## src/hdl/qdia_pkg.sv

```systemverilog
// Shared types and constants for the quadrature decoder with interval average.
// Holds the phase codes, the step code type and the 4x quadrature step function.
// No dependencies.
package qdia_pkg;

  // Phase select codes carried on mode_i
  localparam logic PHASE_A = 1'b0;
  localparam logic PHASE_B = 1'b1;

  // Position step taken by one edge
  typedef enum logic [1:0] {
    STEP_NONE = 2'd0,
    STEP_UP   = 2'd1,
    STEP_DOWN = 2'd2
  } step_e;

  // 4x quadrature rule; pair is {A, B}. Repeats and double transitions do not count.
  function automatic step_e quad_step(input logic [1:0] old_pair, input logic [1:0] new_pair);
    logic [3:0] trans;
    step_e      step;
    trans = {old_pair, new_pair};
    if (trans inside {4'b0001, 4'b0111, 4'b1110, 4'b1000}) begin
      step = STEP_UP;
    end else if (trans inside {4'b0010, 4'b1011, 4'b1101, 4'b0100}) begin
      step = STEP_DOWN;
    end else begin
      step = STEP_NONE;
    end
    return step;
  endfunction

endpackage

```

## src/hdl/quadrature_decoder_with_interval_average_top.sv

```systemverilog
// Quadrature decoder (4x) with edge-interval mean; uses qdia_pkg and qdia_mean_div.
// Pipeline: an accepted request loads stage 1; stage 2 and the output register follow.
// Throughput: one request per cycle unless a held result stalls the pipeline; the interval
// ring is a one-port-write, one-port-read memory touched once per request, and the running
// sum closes its loop through sum_q alone.
// Reset: position, levels, prior time, sum and ring index clear; per-entry valid
// bits clear at once so the ring reads as zero. No clearing pass is needed.
module quadrature_decoder_with_interval_average_top #(
  parameter int unsigned SAMPLE_COUNT = 16
) (
  input  logic               clk_i,
  input  logic               rst_ni,
  input  logic               in_valid_i,
  output logic               in_stall_o,
  input  logic               mode_i,
  input  logic               rising_edge_i,
  input  logic [31:0]        timestamp_us_i,
  output logic               out_valid_o,
  input  logic               out_stall_i,
  output logic signed [31:0] position_count_o,
  output logic [31:0]        mean_interval_us_o
);

  localparam int unsigned IW   = $clog2(SAMPLE_COUNT);
  localparam int unsigned SumW = 32 + IW;
  localparam logic [IW-1:0] LAST_IDX = IW'(SAMPLE_COUNT - 1);

  logic en;
  logic acc;

  // Front state
  logic          level_a_q, level_b_q;
  logic          level_a_d, level_b_d;
  logic [31:0]   pos_q, pos_d;
  logic [31:0]   prior_q;
  logic [IW-1:0] wr_idx_q;
  qdia_pkg::step_e step;

  // Ring memory and entry valid bits
  logic [31:0]             ring_mem [SAMPLE_COUNT];
  logic [SAMPLE_COUNT-1:0] live_q;
  logic [31:0]             rd_q;

  // Stage 1
  logic          s1_valid_q;
  logic [31:0]   s1_pos_q;
  logic [31:0]   s1_ivl_q;
  logic [IW-1:0] s1_idx_q;
  logic          s1_live_q;
  logic [31:0]   old_ivl;
  logic [SumW-1:0] sum_q, sum_d;

  // Stage 2 and output
  logic          s2_valid_q;
  logic [31:0]   s2_pos_q;
  logic          out_valid_q;
  logic [31:0]   out_pos_q;

  // Whole pipeline moves unless a finished result is held up
  assign en         = !(out_valid_q && out_stall_i);
  assign in_stall_o = !en;
  assign acc        = in_valid_i && en;

  // New phase levels and position step
  always_comb begin
    level_a_d = level_a_q;
    level_b_d = level_b_q;
    if (mode_i == qdia_pkg::PHASE_A) begin
      level_a_d = rising_edge_i;
    end else begin
      level_b_d = rising_edge_i;
    end
    step = qdia_pkg::quad_step({level_a_q, level_b_q}, {level_a_d, level_b_d});
    case (step)
      qdia_pkg::STEP_UP:   pos_d = pos_q + 32'd1;
      qdia_pkg::STEP_DOWN: pos_d = pos_q - 32'd1;
      default:             pos_d = pos_q;
    endcase
  end

  always_ff @(posedge clk_i or negedge rst_ni) begin
    if (!rst_ni) begin
      level_a_q <= 1'b0;
      level_b_q <= 1'b0;
      pos_q     <= '0;
      prior_q   <= '0;
      wr_idx_q  <= '0;
    end else if (acc) begin
      level_a_q <= level_a_d;
      level_b_q <= level_b_d;
      pos_q     <= pos_d;
      prior_q   <= timestamp_us_i;
      wr_idx_q  <= (wr_idx_q == LAST_IDX) ? '0 : wr_idx_q + IW'(1);
    end
  end

  // Ring: read the retiring entry on accept, write the new interval from stage 1
  always_ff @(posedge clk_i) begin
    if (acc) begin
      rd_q <= ring_mem[wr_idx_q];
    end
    if (en && s1_valid_q) begin
      ring_mem[s1_idx_q] <= s1_ivl_q;
    end
  end

  always_ff @(posedge clk_i or negedge rst_ni) begin
    if (!rst_ni) begin
      live_q <= '0;
    end else if (en && s1_valid_q) begin
      live_q[s1_idx_q] <= 1'b1;
    end
  end

  // Stage 1 payload
  always_ff @(posedge clk_i) begin
    if (acc) begin
      s1_pos_q  <= pos_d;
      s1_ivl_q  <= timestamp_us_i - prior_q;
      s1_idx_q  <= wr_idx_q;
      s1_live_q <= live_q[wr_idx_q];
    end
  end

  // Running sum: drop the retiring entry, add the new one
  assign old_ivl = s1_live_q ? rd_q : 32'd0;
  assign sum_d   = sum_q - SumW'(old_ivl) + SumW'(s1_ivl_q);

  always_ff @(posedge clk_i or negedge rst_ni) begin
    if (!rst_ni) begin
      sum_q <= '0;
    end else if (en && s1_valid_q) begin
      sum_q <= sum_d;
    end
  end

  // Valid pipeline
  always_ff @(posedge clk_i or negedge rst_ni) begin
    if (!rst_ni) begin
      s1_valid_q  <= 1'b0;
      s2_valid_q  <= 1'b0;
      out_valid_q <= 1'b0;
    end else if (en) begin
      s1_valid_q  <= in_valid_i;
      s2_valid_q  <= s1_valid_q;
      out_valid_q <= s2_valid_q;
    end
  end

  // Position follows the divider stages
  always_ff @(posedge clk_i) begin
    if (en) begin
      s2_pos_q  <= s1_pos_q;
      out_pos_q <= s2_pos_q;
    end
  end

  qdia_mean_div #(
    .Divisor (SAMPLE_COUNT),
    .SumW    (SumW)
  ) u_mean_div (
    .clk_i  (clk_i),
    .en_i   (en),
    .sum_i  (sum_d),
    .mean_o (mean_interval_us_o)
  );

  assign out_valid_o      = out_valid_q;
  assign position_count_o = out_pos_q;

endmodule

```

## src/hdl/qdia_mean_div.sv

```systemverilog
// Divides the running interval sum by the ring depth: a reciprocal multiply
// split into four partial products, then one add and shift, registered as stages A and B.
// Standalone; needs no package.
module qdia_mean_div #(
  parameter int unsigned Divisor = 16,
  parameter int unsigned SumW    = 36
) (
  input  logic            clk_i,
  input  logic            en_i,
  input  logic [SumW-1:0] sum_i,
  output logic [31:0]     mean_o
);

  // floor(x / Divisor) == floor(x * MULT / 2^K) for every x below 2^SumW
  localparam int unsigned LG        = $clog2(Divisor);
  localparam int unsigned K         = SumW + LG;
  localparam int unsigned MW        = SumW + 1;
  localparam logic [63:0] MULT_FULL =
    ((64'd1 << K) + 64'(Divisor) - 64'd1) / 64'(Divisor);
  localparam logic [MW-1:0] MULT    = MULT_FULL[MW-1:0];

  // Operand split points
  localparam int unsigned XLO = SumW / 2;
  localparam int unsigned XHI = SumW - XLO;
  localparam int unsigned MLO = MW / 2;
  localparam int unsigned MHI = MW - MLO;
  localparam int unsigned PW  = SumW + MW;

  localparam logic [MLO-1:0] M_LO = MULT[MLO-1:0];
  localparam logic [MHI-1:0] M_HI = MULT[MW-1:MLO];

  logic [XLO-1:0]     x_lo;
  logic [XHI-1:0]     x_hi;
  logic [XLO+MLO-1:0] pll_q;
  logic [XLO+MHI-1:0] plh_q;
  logic [XHI+MLO-1:0] phl_q;
  logic [XHI+MHI-1:0] phh_q;
  logic [PW-1:0]      prod;
  logic [31:0]        mean_q;

  assign x_lo = sum_i[XLO-1:0];
  assign x_hi = sum_i[SumW-1:XLO];

  // Stage A: partial products
  always_ff @(posedge clk_i) begin
    if (en_i) begin
      pll_q <= (XLO+MLO)'(x_lo) * (XLO+MLO)'(M_LO);
      plh_q <= (XLO+MHI)'(x_lo) * (XLO+MHI)'(M_HI);
      phl_q <= (XHI+MLO)'(x_hi) * (XHI+MLO)'(M_LO);
      phh_q <= (XHI+MHI)'(x_hi) * (XHI+MHI)'(M_HI);
    end
  end

  // Stage B: combine and take the quotient bits
  assign prod = PW'(pll_q)
              + (PW'(plh_q) << MLO)
              + (PW'(phl_q) << XLO)
              + (PW'(phh_q) << (XLO + MLO));

  always_ff @(posedge clk_i) begin
    if (en_i) begin
      mean_q <= prod[K +: 32];
    end
  end

  assign mean_o = mean_q;

endmodule

```

## config.mk

```make
export PLATFORM = sky130hd
export DESIGN_NAME = quadrature_decoder_with_interval_average_top
export DESIGN_NICKNAME = d
export VERILOG_FILES = /design/src/hdl/qdia_pkg.sv /design/src/hdl/quadrature_decoder_with_interval_average_top.sv /design/src/hdl/qdia_mean_div.sv
export SDC_FILE = /design/constraint.sdc
export NUM_CORES = 1
export LEC_CHECK = 0
export BUFFER_PORTS_ARGS = -buffer_cell sky130_fd_sc_hd__clkbuf_2
export CAP_MARGIN = 30
export CORE_UTILIZATION = 45
export CTS_CLUSTER_SIZE = 40
export DETAILED_ROUTE_END_ITERATION = 6
export GPL_ROUTABILITY_DRIVEN = 1
export PLACE_DENSITY = 0.71
export SLEW_MARGIN = 20
export SYNTH_ARGS = -nofsm -noshare
export SYNTH_HDL_FRONTEND = slang
export SYNTH_SLANG_ARGS = --single-unit
```

## constraint.sdc

```tcl
create_clock -name clk_i -period 10.2 [get_ports clk_i]
set_clock_uncertainty 0.2 [all_clocks]
set_input_delay 1.02 -clock clk_i [delete_from_list [all_inputs] [get_ports clk_i]]
set_output_delay 1.02 -clock clk_i [all_outputs]
set_load 0.02 [all_outputs]
```

==> results of run 1 <==
==> flip-flops by register name (all words and copies together) (netlist names), 4 cells and up <==
| name | flops |
|---|---|
| s2_pos_q | 32 |
| s1_idx_q | 4 |
| sum_q | 36 |
| rd_q | 32 |
| wr_idx_q | 4 |
| position_count_o | 32 |
| pos_q | 32 |
| s1_ivl_q | 32 |
| u_mean_div.plh_q | 14 |
| u_mean_div.phh_q | 18 |
| ring_mem | 512 |
| u_mean_div.mean_o | 32 |
| live_q | 16 |
| s1_pos_q | 32 |
| prior_q | 32 |
==> critical path, delay by kind of cell (launching register included) <==
kind / cells / cell delay (ps)
flip-flops: 1 / 650
XOR/XNOR: 1 / 140
AND/OR/NAND/NOR: 2 / 400
adder cells (fa/ha/maj): 2 / 920
buffers and inverters: 2 / 190
AO/OA/AOI/OAI: 6 / 2180
multiplexers: 1 / 280
==> routing by layer <==
metal / vias up / share of wire / wire length (um)
li1: 9069 / - / -
met2: 675 / 0.48 / 38900
met1: 10300 / 0.42 / 33900
met4: 0 / 0.029 / 2340
met5: - / 0 / 0
met3: 134 / 0.067 / 5400
==> cell usage after synthesis, drive strengths merged (3+ instances only) <==
library cell and instances:
a31oi 8, mux2 35, dfrtp 125, a211oi 9, and2 36, a31o 3, nand2b 16, buf 16
o31ai 5, o21ai 135, ha 98, mux4 165, o21bai 15, or3 5, nand2 169, a311oi 3
edfxtp 741, o21a 10, clkbuf 60, and3 12, o211ai 6, nor2 67, nor2b 14, a21boi 3
a2111oi 6, a21oi 95, nor3 11, o221ai 4, nand3 20, nand4 11, inv 190, xnor2 61
fa 34, or2 20, a21o 47, xor2 35
==> per-stage QoR <==
step                instances  power, mW  area, um2  utilization  hold WS [ps]
floorplan                2319       9.82      37400            -           200
detailed placement       3450       11.4      39400        0.480           205
global route             3615       15.5      42400        0.517           224
global placement         3448       11.2      39400        0.479           204
finish                   3616       14.6      42400        0.517           215
CTS                      3612       14.7      42300        0.516           216
==> layout make-up <==
class | count | area (um2) | area share
Inverter | 191 | 722 | 0.0170
Tap cell | 1070 | 1340 | 0.0316
Antenna cell | 1 | 2.50 | 0.0000590
Timing Repair Buffer | 140 | 885 | 0.0209
Clock buffer | 115 | 2410 | 0.0568
Clock inverter | 47 | 519 | 0.0122
Multi-Input combinational cell | 1186 | 11200 | 0.263
Sequential cell | 866 | 25400 | 0.599
==> worst paths after layout <==
kind	to	slack, ps	cells after the start
worst min register to register	position_count_o[7]$_DFFE_PN_	210	0
max in group asynchronous	wr_idx_q[1]$_DFFE_PN0P_	8120	2
worst max-delay path	sum_q[29]$_DFFE_PN0P_	5140	14
worst max register to register	sum_q[29]$_DFFE_PN0P_	5140	14
worst min-delay path	position_count_o[7]$_DFFE_PN_	210	0
min in group asynchronous	out_valid_o$_DFFE_PN0N_	230	1
==> where the power goes <==
group	internal (mW)	switching, mW	total [mW]
logic	2.50	3.31	5.81
registers	5.07	0.508	5.58
clock network	1.90	1.35	3.26
total	9.47	5.18	14.6
==> layout by cell type (no fill, tap or decap), drive strengths merged, types with 6 or more instances in the layout <==
master | synthesis | final
nor3 | 11 | 11
edfxtp | 741 | 741
inv | 190 | 194
a21oi | 95 | 95
nand2b | 16 | 16
nand2 | 169 | 169
or2 | 20 | 20
o21ai | 135 | 135
and3 | 12 | 12
buf | 16 | 38
a211oi | 9 | 9
fa | 34 | 34
clkbuf | 60 | 217
dfrtp | 125 | 125
o21a | 10 | 10
clkinv | 1 | 30
o211ai | 6 | 6
a2111oi | 6 | 6
nor2b | 14 | 14
nand4 | 11 | 11
a21o | 47 | 47
mux4 | 165 | 165
mux2 | 35 | 35
and2 | 36 | 36
a31oi | 8 | 8
xor2 | 35 | 35
ha | 98 | 98
bufinv | 0 | 9
o21bai | 15 | 15
nor2 | 67 | 67
xnor2 | 61 | 61
nand3 | 20 | 20
==> logic make-up after synthesis <==
group,count (synthesis),synth area share
xor+xnor,96,0.0225
mux,202,0.110
simple gates,388,0.0488
buf+inv,267,0.0268
flops,866,0.679
compound gates,368,0.0620
fa+ha+maj,132,0.0510
==> flow_summary_export.csv, run 1 <==
group,metric,value,unit
outcome,status,"finished clean",
setup_path,max_stage_delay,650,ps
final_layout,num-fill-cells,6423,
timing,drv_slew,0,
floorplan,die-height,290,um
detailed_routing,vias,20200,
setup_path,crit_fanout,17,
yosys,synth.top_cells.by_area,"edfxtp_1, mux4_2, dfrtp_1, ha_1, inv_1",
clock_network,htreeDepth,3,
clock_network,cts_hold_buffers,0,
setup_path,cp-startpoint,"s1_ivl_q[2]$_DFFE_PP_",
setup_path,startpoint_type,"flop",
timing,setup_violations,0,
detailed_routing,drtAntennaViolNets,0,
placed_design,port_buffers,103,
global_route,grt.met2_usage,0.313,
clock_network,cts_tree,"built",
global_route,grt_overflow,0,
setup_path,cp_slowest_cell,"edfxtp_1",
placed_design,dp_hpwl,47.7,mm
clock_network,clockBufferDepth,3,
detailed_routing,first_pass_iters,5,
min_path,hp-start,"s2_pos_q[7]$_DFFE_PN_",
timing,hold_viol,0,
setup_path,arrival,5390,ps
floorplan,core_area,82100,um2
yosys,yosysTopAreaCell,"edfxtp_1",
global_route,use_met1,0.259,
yosys,synth_area,37400,um2
timing,setup_tns,0,ps
global_route,grt_pass1_vias,20900,
timing,max_freq,197,MHz
setup_path,crit_chain,"inv_1 -> fa_1 -> inv_1 -> ha_1 -> o21ai_0 -> o21ai_0 -> nand3b_1 -> a211oi_2 -> o21bai_1 -> a31oi_1 -> nor2_1 -> o31ai_1 -> xor2_1 -> mux2_2",
floorplan,start_util,0.456,
global_route,busiest_layer,"met2",
placed_design,gp_congestion,0.856,
global_route,track_usage,0.193,
yosys,ys_seq_elements,866,
floorplan,die_area,84300,um2
timing,grt_setup_unrepaired,"no",
job,maxCapViolCount,0,
detailed_routing,drt_first_iter_violations,1995,
floorplan,dieWidth,290,um
clock_network,clockRootBuffer,"clkbuf_16",
timing,worstMarginPinSlew,985,ps
yosys,ys_seq_area_frac,0.679,
detailed_routing,wl_per_cell,22.3,um
min_path,hold_class,"reg -> reg",
yosys,synth_top_area_share,0.595,
power_and_ir_drop,ir_drop,0.183,mV
global_route,antenna_found_initial,2,
timing,min_period,5060,ps
setup_path,rr_startpoint,"s1_ivl_q[2]$_DFFE_PP_",
floorplan,io-pin-count,104,
global_route,met3_usage,0.0384,
final_layout,nets,2644,
yosys,ys.flop_type,"edfxtp_1",
global_route,grt_pass1_wl,124,mm
yosys,avgSynthCellArea,16.1,um2
setup_path,endpoint_kind,"flop",
final_layout,areaGrowthSynthToFinish,13.4,%
setup_path,critical_path_required,10520,ps
detailed_routing,avgViaCountPerCell,5.57,
timing,fin_crit_sh,0.496,
yosys,syn-num-nets,2489,
setup_path,worst-setup-path-type,"reg -> reg",
timing,relSlewSlack,0.343,
detailed_routing,drc,0,
clock_network,cts_setup_buffers,0,
floorplan,rows,105,
yosys,synth_cell_types,69,
yosys,ys_warn_count,0,
clock_network,path_clk_slew,60,ps
power_and_ir_drop,power_density,345,nW/um2
yosys,synth-edff-count,741,
clock_network,ctsResizeCount,0,
power_and_ir_drop,leakagePower,15.6,nW
detailed_routing,drt_wl_total,80.6,mm
final_layout,drive_gt1_frac,0.207,
placed_design,place_worst_setup_slack,4660,ps
clock_network,numCtsBuffers,89,
yosys,ys_async_sr_fraction,0.144,
clock_network,cts_sinks,866,
clock_network,clkLatencyLatePin,640,ps
global_route,grt_max_degree,78,
timing,setup_ws,5140,ps
yosys,syn_inst,2319,
No activity file was read; power rests on OpenSTA's default activity.
==> run 2, diff against run 1 <==
--- a/config.mk
+++ b/config.mk
@@ -5,13 +5,14 @@
 export SDC_FILE = /design/constraint.sdc
 export NUM_CORES = 1
 export LEC_CHECK = 0
+export ABC_AREA = 1
 export BUFFER_PORTS_ARGS = -buffer_cell sky130_fd_sc_hd__clkbuf_2
 export CAP_MARGIN = 30
 export CORE_UTILIZATION = 45
 export CTS_CLUSTER_SIZE = 40
 export DETAILED_ROUTE_END_ITERATION = 6
 export GPL_ROUTABILITY_DRIVEN = 1
-export PLACE_DENSITY = 0.71
+export PLACE_DENSITY = 0.73
 export SLEW_MARGIN = 20
 export SYNTH_ARGS = -nofsm -noshare
 export SYNTH_HDL_FRONTEND = slang
==> constraint.sdc (replaced) <==
create_clock -name clk_i -period 4.43 [get_ports clk_i]
set_clock_uncertainty 0.2 [all_clocks]
set_input_delay 0.443 -clock clk_i [delete_from_list [all_inputs] [get_ports clk_i]]
set_output_delay 0.443 -clock clk_i [all_outputs]
set_load 0.02 [all_outputs]
==> run 2 against run 1 <==
  * Via count up 37%
  * Critical endpoint is now u_mean_div.phh_q[25]$_DFFE_PN_
  * Die area up 6.0%
  * Highest routed layer is now met5
  * Combinational power rose to 2.9 times the previous value
==> flow_summary_export.csv, run 2 <==
group,metric,value,unit
timing,hold_viol,0,
floorplan,start_util,0.456,
clock_network,cts_sinks,866,
setup_path,path_buf_inv,2,
yosys,synth-edff-count,741,
timing,min_period,3670,ps
clock_network,clkLatencyLatePin,660,ps
placed_design,gp_congestion,0.936,
yosys,syn_inst,3721,
timing,fin_crit_sh,0.828,
floorplan,dieWidth,299,um
final_layout,drive_gt1_frac,0.0932,
power_and_ir_drop,leakagePower,18.1,nW
yosys,ys_seq_area_frac,0.640,
detailed_routing,drtAntennaViolNets,0,
yosys,ys.flop_type,"edfxtp_1",
setup_path,crit_family,"simple AND/OR/NAND/NOR gates",
final_layout,most-common-layout-cells,"edfxtp_1, nand2_1, inv_1",
global_route,grt_overflow,0,
yosys,synth_area,39600,um2
final_layout,nets,4059,
clock_network,cts_setup_buffers,0,
yosys,ys_async_sr_fraction,0.144,
detailed_routing,avgViaCountPerCell,5.41,
placed_design,port_buffers,103,
power_and_ir_drop,clock_power_share,0.202,
job,maxCapViolCount,0,
timing,grt_setup_unrepaired,"no",
yosys,yosysTopAreaCell,"edfxtp_1",
power_and_ir_drop,intPower,21.3,mW
floorplan,die-height,299,um
yosys,ys_seq_elements,866,
clock_network,cts_hold_buffers,37,
placed_design,dp_hpwl,63.5,mm
timing,setup_violations,0,
yosys,synth.top_cells.by_area,"edfxtp_1, dfrtp_1, nand2_1, o21ai_0, inv_1",
global_route,grt_pass1_wl,154,mm
floorplan,rows,108,
floorplan,io-pin-count,104,
power_and_ir_drop,p_sw,15.7,mW
floorplan,die_area,89300,um2
placed_design,dp.cells,4916,
clock_network,ctsResizeCount,0,
clock_network,cts_tree,"built",
detailed_routing,drc,0,
setup_path,worst-setup-path-type,"reg -> reg",
setup_path,max_stage_delay,690,ps
setup_path,crit_chain,"inv_1 -> fa_1 -> inv_1 -> ha_1 -> nand2_1 -> nor2_1 -> nand3_1 -> nand3_1 -> nand2_1 -> nand2_1 -> nand2_1 -> nand2_1 -> nand2_1 -> and2_1",
setup_path,endpoint_kind,"flop",
final_layout,largest_reg_flops,512,
setup_path,crit_fanout,17,
detailed_routing,drt_first_iter_violations,2674,
clock_network,clockBufferDepth,3,
setup_path,cp_slowest_cell,"edfxtp_1",
global_route,track_usage,0.223,
clock_network,clockRootBuffer,"clkbuf_16",
yosys,ys_warn_count,0,
yosys,synth_top_area_share,0.561,
setup_path,critical_path_required,4630,ps
power_and_ir_drop,comb_power_share,0.457,
clock_network,path_clk_slew,60,ps
clock_network,numCtsBuffers,88,
global_route,grt_pass1_vias,26800,
global_route,antenna_found_initial,3,
detailed_routing,wl_per_cell,19.6,um
yosys,yosys-top-cells-count,"edfxtp_1, nand2_1, inv_1",
power_and_ir_drop,power_density,821,nW/um2
setup_path,crit_top_cell,"nand2_1",
setup_path,startpoint_type,"flop",
yosys,syn-num-nets,3891,
final_layout,final_common_cell,"edfxtp_1",
timing,drv_slew,0,
min_path,hold_class,"in -> async",
timing,relSlewSlack,0.327,
outcome,status,"finished clean",
power_and_ir_drop,p_seq_frac,0.341,
detailed_routing,vias,27700,
power_and_ir_drop,p_sw_frac,0.425,
clock_network,htreeDepth,3,
setup_path,arrival,3870,ps
detailed_routing,drt_wl_total,100,mm
final_layout,fin_cells,5116,
final_layout,areaGrowthSynthToFinish,14.0,%
global_route,grt_max_degree,190,
yosys,synth_cell_types,43,
yosys,synthMostInstantiatedCell,"edfxtp_1",
detailed_routing,first_pass_iters,6,
power_and_ir_drop,ir_drop,0.585,mV
timing,worstMarginPinSlew,1010,ps
final_layout,top_regs,"ring_mem x512, sum_q x36",
final_layout,max_flop_register,"ring_mem",
yosys,avgSynthCellArea,10.7,um2
timing,max_freq,272,MHz
timing,setup_tns,0,ps
floorplan,core_area,87000,um2
final_layout,antenna_cells,0,
[run 2: changes by cell type in the layout (fill, tap and decap cells not counted), sizes merged, moves of 35 or more]
cell / change
nand2: +544
nor2: +350
o21ai: +275
inv: +239
mux4: -165
nand3: +164
o22ai: +77
xnor2: -50
o221ai: +48
a21o: -40
dlygate4sd3: +37
mux2: -35
[run 2: layout make-up]
type                            instances  area, um2
Clock buffer                          112       2350
Timing Repair Buffer                  211       1560
Sequential cell                       866      25400
Clock inverter                         50        586
Inverter                              427       1620
Tap cell                             1155       1450
Multi-Input combinational cell       2295      12200
Fill cell                            7531      41800
[run 2: layer usage]
layer	part of all wire	vias to the layer above	track usage
li1	-	13100	-
met1	0.42	13200	0.307
met2	0.46	1155	0.355
met3	0.092	197	0.0453
met4	0.029	2	0.0741
met5	0.00017	-	0
[run 2: worst paths after layout]
path | start | endpoint | slack, ps | cells past startpoint
worst min register to register | s2_pos_q[31]$_DFFE_PN_ | position_count_o[31]$_DFFE_PN_ | 210 | 0
min in group clk_i | s2_pos_q[31]$_DFFE_PN_ | position_count_o[31]$_DFFE_PN_ | 210 | 0
worst max register to register | s1_ivl_q[8]$_DFFE_PP_ | u_mean_div.phh_q[25]$_DFFE_PN_ | 760 | 14
max in group asynchronous | rst_ni | prior_q[2]$_DFFE_PN0P_ | 2890 | 3
worst max-delay path | s1_ivl_q[8]$_DFFE_PP_ | u_mean_div.phh_q[25]$_DFFE_PN_ | 760 | 14
worst min-delay path | rst_ni | out_valid_o$_DFFE_PN0N_ | 120 | 2
[run 2: cell families after synthesis]
| group | Yosys count | share of synthesized area |
|---|---|---|
| compound gates | 703 | 0.101 |
| fa+ha+maj | 132 | 0.0481 |
| buf+inv | 560 | 0.0550 |
| simple gates | 1414 | 0.146 |
| flops | 866 | 0.640 |
| xor+xnor | 46 | 0.0102 |
[run 2: power by group through the flow]
stage / Sequential (mW) / Combinational (mW) / Clock, mW
4_1_cts: 12.7 / 16.8 / 7.57
3_5_place_dp: 12.8 / 16.6 / 0
6_report: 12.6 / 17.0 / 7.49
2_1_floorplan: 12.7 / 11.6 / 0
3_3_place_gp: 12.8 / 16.3 / 0
5_1_grt: 12.8 / 19.0 / 7.90
[run 2: worst register-to-register path: cells and delay by family (launching register included)]
| family | cells | cell delay [ps] |
|---|---|---|
| fa+ha+maj | 2 | 930 |
| buf+inv | 2 | 300 |
| simple gates | 10 | 1310 |
| flops | 1 | 690 |
[run 2: stage by stage]
step / instance area (um2) / util / worst slack (ps) / hold slack (ps) / total power, mW
after floorplan: 39700 / - / 72.3 / -52.6 / 24.3
after global placement: 41900 / 0.481 / 683 / 200 / 29.1
after detailed placement: 41900 / 0.481 / 658 / 205 / 29.4
after CTS: 45200 / 0.519 / 696 / 141 / 37.0
after global routing: 45200 / 0.519 / 523 / 197 / 39.7
final: 45200 / 0.519 / 760 / 123 / 37.1
